**src/design/pcmf_pkg.sv**
```systemverilog
// Package with status codes, format codes and container size constants.
package pcmf_pkg;

  typedef enum logic [2:0] {
    ST_OK           = 3'd0,
    ST_BAD_VALID    = 3'd1,
    ST_BAD_PCM      = 3'd2,
    ST_FLOAT_UNIMPL = 3'd3,
    ST_BAD_FLOAT    = 3'd4
  } status_t;

  localparam logic       FMT_INT   = 1'b0;
  localparam logic       FMT_FLOAT = 1'b1;

  localparam logic [6:0] BITS_8  = 7'd8;
  localparam logic [6:0] BITS_16 = 7'd16;
  localparam logic [6:0] BITS_20 = 7'd20;
  localparam logic [6:0] BITS_24 = 7'd24;
  localparam logic [6:0] BITS_32 = 7'd32;
  localparam logic [6:0] BITS_64 = 7'd64;

  localparam logic [1:0] CFG_FORMAT_KIND    = 2'd0;
  localparam logic [1:0] CFG_CONTAINER_BITS = 2'd1;
  localparam logic [1:0] CFG_VALID_BITS     = 2'd2;

  typedef struct packed {
    logic [31:0] float_bits;
    status_t     status;
  } result_t;

endpackage

```
**src/design/pcm_sample_to_float_converter.sv**
```systemverilog
// Top level: PCM or float64 sample stream to float32 stream converter.
//
// The input stream carries one sample container per transfer on in_tdata
// (byte zero in the lowest bits). Each transfer yields exactly one result
// transfer on the output stream: the float32 bit pattern and a status code.
// The format is set through the configuration port (format kind, container
// size, valid bits), only while the stream is idle: the user must keep to
// this, the block itself does not enforce it. Reset restores integer PCM in
// 16-bit containers.
// The input container is registered on acceptance, converted by a short
// combinational path and captured in the output register that drives the
// result transfer. While the receiver does not stall, one item can be taken
// in every cycle; throughput is one sample per cycle, set by the single
// conversion stage between the two registers.
// When the receiver holds out_tready low the output register keeps its
// value and the stall propagates back one stage: the input register keeps
// accepting only while its contents can advance. Reset is synchronous and
// active low; it empties both stages.
module pcm_sample_to_float_converter
  import pcmf_pkg::*;
(
  input  logic        clk,
  input  logic        rst_n,
  input  logic        in_tvalid,
  output logic        in_tready,
  input  logic [63:0] in_tdata,   // raw_sample[63:0]
  output logic        out_tvalid,
  input  logic        out_tready,
  output logic [39:0] out_tdata,  // float_bits[31:0], status[34:32], zero fill
  input  logic        cfg_we,
  input  logic [1:0]  cfg_index,
  input  logic [6:0]  cfg_wdata
);

  logic        fmt_r;
  logic [6:0]  cont_r;
  logic [6:0]  vbits_r;
  logic        s1_valid_r;
  logic [63:0] s1_data_r;
  logic        s2_valid_r;
  result_t     s2_res_r;
  result_t     conv_res;
  logic        s2_ready;
  logic        s1_ready;

  always_ff @(posedge clk) begin
    if (!rst_n) begin
      fmt_r   <= FMT_INT;
      cont_r  <= BITS_16;
      vbits_r <= BITS_16;
    end else if (cfg_we) begin
      unique case (cfg_index)
        CFG_FORMAT_KIND:    fmt_r   <= cfg_wdata[0];
        CFG_CONTAINER_BITS: cont_r  <= cfg_wdata;
        CFG_VALID_BITS:     vbits_r <= cfg_wdata;
        default: ;
      endcase
    end
  end

  pcmf_convert u_convert (
    .format_kind   (fmt_r),
    .container_bits(cont_r),
    .valid_bits    (vbits_r),
    .raw_sample    (s1_data_r),
    .result        (conv_res)
  );

  assign s2_ready  = !s2_valid_r || out_tready;
  assign s1_ready  = !s1_valid_r || s2_ready;
  assign in_tready = s1_ready;

  always_ff @(posedge clk) begin
    if (!rst_n) begin
      s1_valid_r <= 1'b0;
      s2_valid_r <= 1'b0;
    end else begin
      if (s1_ready) s1_valid_r <= in_tvalid;
      if (s2_ready) s2_valid_r <= s1_valid_r;
    end
  end

  always_ff @(posedge clk) begin
    if (s1_ready && in_tvalid) s1_data_r <= in_tdata;
    if (s2_ready && s1_valid_r) s2_res_r <= conv_res;
  end

  assign out_tvalid = s2_valid_r;
  assign out_tdata  = {5'd0, s2_res_r.status, s2_res_r.float_bits};

`ifndef SYNTHESIS
  a_stall_hold: assert property (@(posedge clk) disable iff (!rst_n)
    out_tvalid && !out_tready |=> out_tvalid)
    else $error("result dropped while stalled");
  a_s1_advance: assert property (@(posedge clk) disable iff (!rst_n)
    s1_valid_r && s2_ready |=> s2_valid_r)
    else $error("item lost between stages");
  a_err_zero: assert property (@(posedge clk) disable iff (!rst_n)
    out_tvalid && out_tdata[34:32] != ST_OK |-> out_tdata[31:0] == 32'd0)
    else $error("error result with nonzero data");
`endif

endmodule

```
**src/design/pcmf_convert.sv**
```systemverilog
// Combinational conversion of one sample container to a float32 bit pattern.
module pcmf_convert
  import pcmf_pkg::*;
(
  input  logic        format_kind,
  input  logic [6:0]  container_bits,
  input  logic [6:0]  valid_bits,
  input  logic [63:0] raw_sample,
  output result_t     result
);

  logic signed [32:0] ival;
  logic        [32:0] mag;
  logic               ineg;
  logic        [5:0]  msb;
  logic        [5:0]  lz;
  logic        [32:0] norm;
  logic        [24:0] m_int;
  logic               rnd_i;
  logic        [7:0]  e_int;
  logic        [31:0] int_bits;
  logic        [31:0] f64_bits;
  logic        [10:0] bexp;
  logic        [51:0] frac;
  logic signed [12:0] e64;
  logic        [24:0] m64;
  logic               rnd_f;
  logic signed [12:0] e64r;
  logic               vb_ok;
  logic signed [31:0] s24;
  logic signed [31:0] s32;
  status_t            st;

  always_comb begin
    // PCM decode into a signed value.
    ival = '0;
    st   = ST_OK;
    s24  = {{8{raw_sample[23]}}, raw_sample[23:0]};
    s32  = raw_sample[31:0];
    vb_ok = (valid_bits == BITS_16) || (valid_bits == BITS_20) || (valid_bits == BITS_24);
    case (container_bits)
      BITS_8:  ival = 33'(signed'({1'b0, raw_sample[7:0]})) - 33'sd128;
      BITS_16: ival = 33'(signed'(raw_sample[15:0]));
      BITS_24: begin
        if (!vb_ok) st = ST_BAD_VALID;
        else ival = 33'(s24 >>> (BITS_24 - valid_bits));
      end
      BITS_32: begin
        if (!(vb_ok || valid_bits == BITS_32)) st = ST_BAD_VALID;
        else ival = 33'(s32 >>> (BITS_32 - valid_bits));
      end
      default: st = ST_BAD_PCM;
    endcase

    ineg = ival[32];
    mag  = ineg ? 33'(-ival) : 33'(ival);
    msb  = '0;
    for (int i = 0; i < 33; i++) begin
      if (mag[i]) msb = 6'(i);
    end
    lz    = 6'd32 - msb;
    norm  = mag << lz;
    // norm[32] is the hidden bit; 23 fraction bits at [31:9].
    rnd_i = norm[8] && ((|norm[7:0]) || norm[9]);
    m_int = {1'b0, norm[32:9]} + 25'(rnd_i);
    e_int = 8'd127 + 8'(msb) + 8'(m_int[24]);
    if (mag == '0) int_bits = '0;
    else int_bits = {ineg, e_int, m_int[24] ? m_int[23:1] : m_int[22:0]};

    // Float64 narrowing.
    bexp  = raw_sample[62:52];
    frac  = raw_sample[51:0];
    e64   = 13'(signed'({2'b00, bexp})) - 13'sd896;
    m64   = {1'b0, 1'b1, frac[51:29]};
    rnd_f = frac[28] && ((|frac[27:0]) || frac[29]);
    m64   = m64 + 25'(rnd_f);
    e64r  = e64 + 13'(m64[24]);
    if (bexp == 11'h7FF) begin
      f64_bits = (frac == '0) ? {raw_sample[63], 31'h7F800000}
                              : {raw_sample[63], 31'h7FC00000 | 31'(frac[51:29])};
    end else if (bexp == '0 || e64 <= 13'sd0) begin
      f64_bits = {raw_sample[63], 31'd0};
    end else if (e64r >= 13'sd255) begin
      f64_bits = {raw_sample[63], 31'h7F800000};
    end else begin
      f64_bits = {raw_sample[63], e64r[7:0], m64[24] ? m64[23:1] : m64[22:0]};
    end

    result.float_bits = '0;
    result.status     = ST_OK;
    if (format_kind == FMT_INT) begin
      result.status = st;
      if (st == ST_OK) result.float_bits = int_bits;
    end else begin
      case (container_bits) inside
        BITS_16, BITS_24: result.status = ST_FLOAT_UNIMPL;
        BITS_32:          result.float_bits = raw_sample[31:0];
        BITS_64:          result.float_bits = f64_bits;
        default:          result.status = ST_BAD_FLOAT;
      endcase
    end
  end

endmodule

```
**config.mk**
```make
export PLATFORM = sky130hd
export DESIGN_NAME = pcm_sample_to_float_converter
export DESIGN_NICKNAME = d
export VERILOG_FILES = /design/src/design/pcmf_pkg.sv /design/src/design/pcm_sample_to_float_converter.sv /design/src/design/pcmf_convert.sv
export SDC_FILE = /design/constraint.sdc
export NUM_CORES = 1
export LEC_CHECK = 0
export BUFFER_PORTS_ARGS = -buffer_cell sky130_fd_sc_hd__buf_4
export CAP_MARGIN = 5
export CORE_MARGIN = 10
export CORE_UTILIZATION = 40
export DETAILED_ROUTE_END_ITERATION = 10
export PLACE_DENSITY = 0.6
export SYNTH_ARGS = -nofsm -noshare
export SYNTH_HDL_FRONTEND = slang
export SYNTH_HIERARCHICAL = 1
export SYNTH_SLANG_ARGS = --single-unit
```
**constraint.sdc**
```tcl
create_clock -name clk -period 12.2 [get_ports clk]
set_clock_uncertainty 0.1 [all_clocks]
set_input_delay 3.05 -clock clk [delete_from_list [all_inputs] [get_ports clk]]
set_output_delay 3.05 -clock clk [all_outputs]
set_load 0.05 [all_outputs]
```
==> metrics.yaml <==
syn_avg_cell_area_um2: 8.34
max_stage_delay_ns: 0.70
rsz0062_at_grt: "no"
yosys.area_share.simple: 0.245
p_per_area_nw_per_um2: 183
synth_top_area_frac: 0.189
cp-end-kind: "flip-flop"
r2r-start: "vbits_r[1]"
synth_edf_count: 99
ys.flop_type: "edfxtp_1"
cts_buffer_depth: 2
yosys.area_share.adder: 0.00952
finalCriticalPeriod_ns: 11.45
n_antenna_cell: 0
setup_viol: 0
antenna_found_initial: 0
cts_sinks: 116
synth_area_um2: 15800
root_buffer: "clkbuf_16"
grt.total_usage: 0.276
cp-start-kind: "flip-flop"
initial_core_util: 0.406
cp_slowest_cell: "nor4_2"
area_delta_synth_final_pct: 10.9
grt_pass1_wl_um: 103000
worstPathRequired_ns: 12.23
period_share: 0.939
min_from: "cont_r[2]"
die_w_um: 219
final_util: 0.450
wl_per_cell_um: 27.8
synth_mux_area_frac: 0.150
synth_top_family_by_area: "compound AO/OA/AOI/OAI gates"
status: "finished clean"
drt-total-wl_um: 68400
finalMaxSlewViolations: 0
numCtsBuffers: 17
overflow: 0
crit_top_cell: "ha_1"
max_freq_mhz: 87.3
port_buffers: 114
grt_max_degree: 65
nets: 2021
drt_iter0_markers: 2492
core_area_um2: 38800
post-place-cells: 2430
final_cells: 2462
path_clk_slew_ns: 0.06
cts_setup_buffers: 0
maxSlewHeadroom: 0.146
min_path_type: "flip-flop to flip-flop"
rows: 72
drt-vias-per-instance: 6.91
whs_ns: 0.396
synth_area_leaders: "edfxtp_1, mux4_2, mux2i_1"
dp_hpwl_um: 53600
post-synth-top-count-cell: "nand2_1"
yosys_warnings: 6
yosys.area.top_type: "edfxtp_1"
startpoint: "vbits_r[1]"
synthArstFlopShare: 0
drive_gt1_frac: 0.178
drc: 0
io_pins: 120
drv_cap: 0
postRouteAntennaNets: 0
drt-pass1-iter-count: 6
synthTopCellsByCount: "nand2_1, nor2_1, o21ai_0"
synthesis.instances: 1890
ir_worst_vdd_mv: 0.128
synth_xor_area_frac: 0.0454
synth_compound_area_frac: 0.285
path_max_fanout: 36
chipHeight_um: 219
grt_pass1_vias: 16200
yosysUniqueCellTypes: 127
worst_slew_pin_slew_ns: 1.28
fin_total_pwr_uw: 3200
synth-seq-cells: 116
ctsHtreeMaxLevel: 4
p_leak_uw: 0.00610
critPathKind: "flip-flop to flip-flop"
ys_seq_area_frac: 0.210
clk_latency_ns: 0.42
hold_viol_final: 0
tns_ns: 0
die-area_um2: 47800
cts_tree: "built"
cp.arrival_ns: 11.49
num_vias: 17000
gp_congestion: 1.01
flip-flops by register name (all words and copies together) (netlist names):
register,cells
fmt_r,1
cont_r,7
s1_data_r,64
s1_valid_r,1
out_tvalid,1
vbits_r,7
out_tdata,35
metrics by stage:
stage               worst slack [ns]  cell area [µm²]
global placement               0.812            16900
CTS                            0.579            17500
floorplan                       1.98            15800
global route                  0.0614            17500
detailed placement             0.636            16900
finish                         0.747            17500
cells in the final DEF (no fill, tap or decap), drive strengths merged, types with 11 or more instances in the layout:
cell type,netlist,layout
nand2,191,191
buf,74,148
o21ai,137,137
nor2,133,133
a21oi,112,112
edfxtp,99,99
mux2i,91,91
nor3,68,68
nand3,65,65
xnor2,53,53
mux4,50,50
nor4,45,45
nand4,40,40
inv,33,33
and3,32,32
o211ai,31,31
a211oi,31,31
a22oi,29,29
mux2,28,28
and2,27,27
o22ai,26,26
o21a,24,24
a31oi,22,22
clkbuf,56,22
xor2,21,21
or3,20,20
o31ai,18,18
nor2b,17,17
dfxtp,17,17
a21o,16,16
nand2b,16,16
a221oi,13,13
or2,13,13
ha,12,12
nor3b,12,12
o221ai,11,11
o2111ai,11,11
where the power goes:
group          switching [µW]  internal, µW
Clock                     169           360
Sequential               44.5           499
Combinational            1390           743
worst max-delay path, delay by kind of cell, from the launching register on:
family / cells / cell delay (ns)
fa+ha+maj: 4 / 1.50
xor+xnor: 1 / 0.19
simple gates: 14 / 4.38
buf+inv: 3 / 0.92
mux: 3 / 1.16
compound gates: 8 / 2.20
flops: 1 / 0.67
final cells by class:
class / count / area, µm²
Clock buffer: 22 / 444
Clock inverter: 10 / 180
Fill cell: 3834 / 21300
Inverter: 36 / 140
Multi-Input combinational cell: 1612 / 11600
Sequential cell: 116 / 3310
Tap cell: 518 / 648
Timing Repair Buffer: 148 / 1110
final timing paths:
check                  endpoint  slack (ns)  cells past startpoint
setup / recovery  out_tdata[27]        0.75                     33
hold / removal        cont_r[2]        0.40                      2
setup reg to reg  out_tdata[27]        0.75                     33
hold reg to reg       cont_r[2]        0.40                      2
per-layer routing:
metal  vias to the layer above  track usage  routed length (µm)
li1                       7550            -                   -
met1                      8214        0.365               28700
met2                      1040        0.436               30800
met3                       205       0.0470                5930
met4                         0        0.117                3030
met5                         -            0                   0
repair_timing:
| action | 4_1_cts | 5_1_grt |
|---|---|---|
| gates resized for setup | 0 | 2 |
| setup endpoints to repair | 0 | 6 |
| hold buffers | 0 | 0 |
cell families (layout without fill, tap and decap cells):
group	after synthesis	in the layout
simple gates	725	725
buf+inv	166	216
xor+xnor	74	74
mux	169	169
other cells	1	5
fa+ha+maj	12	12
flops	116	116
compound gates	627	627
No activity file was read; power rests on OpenSTA's default activity.
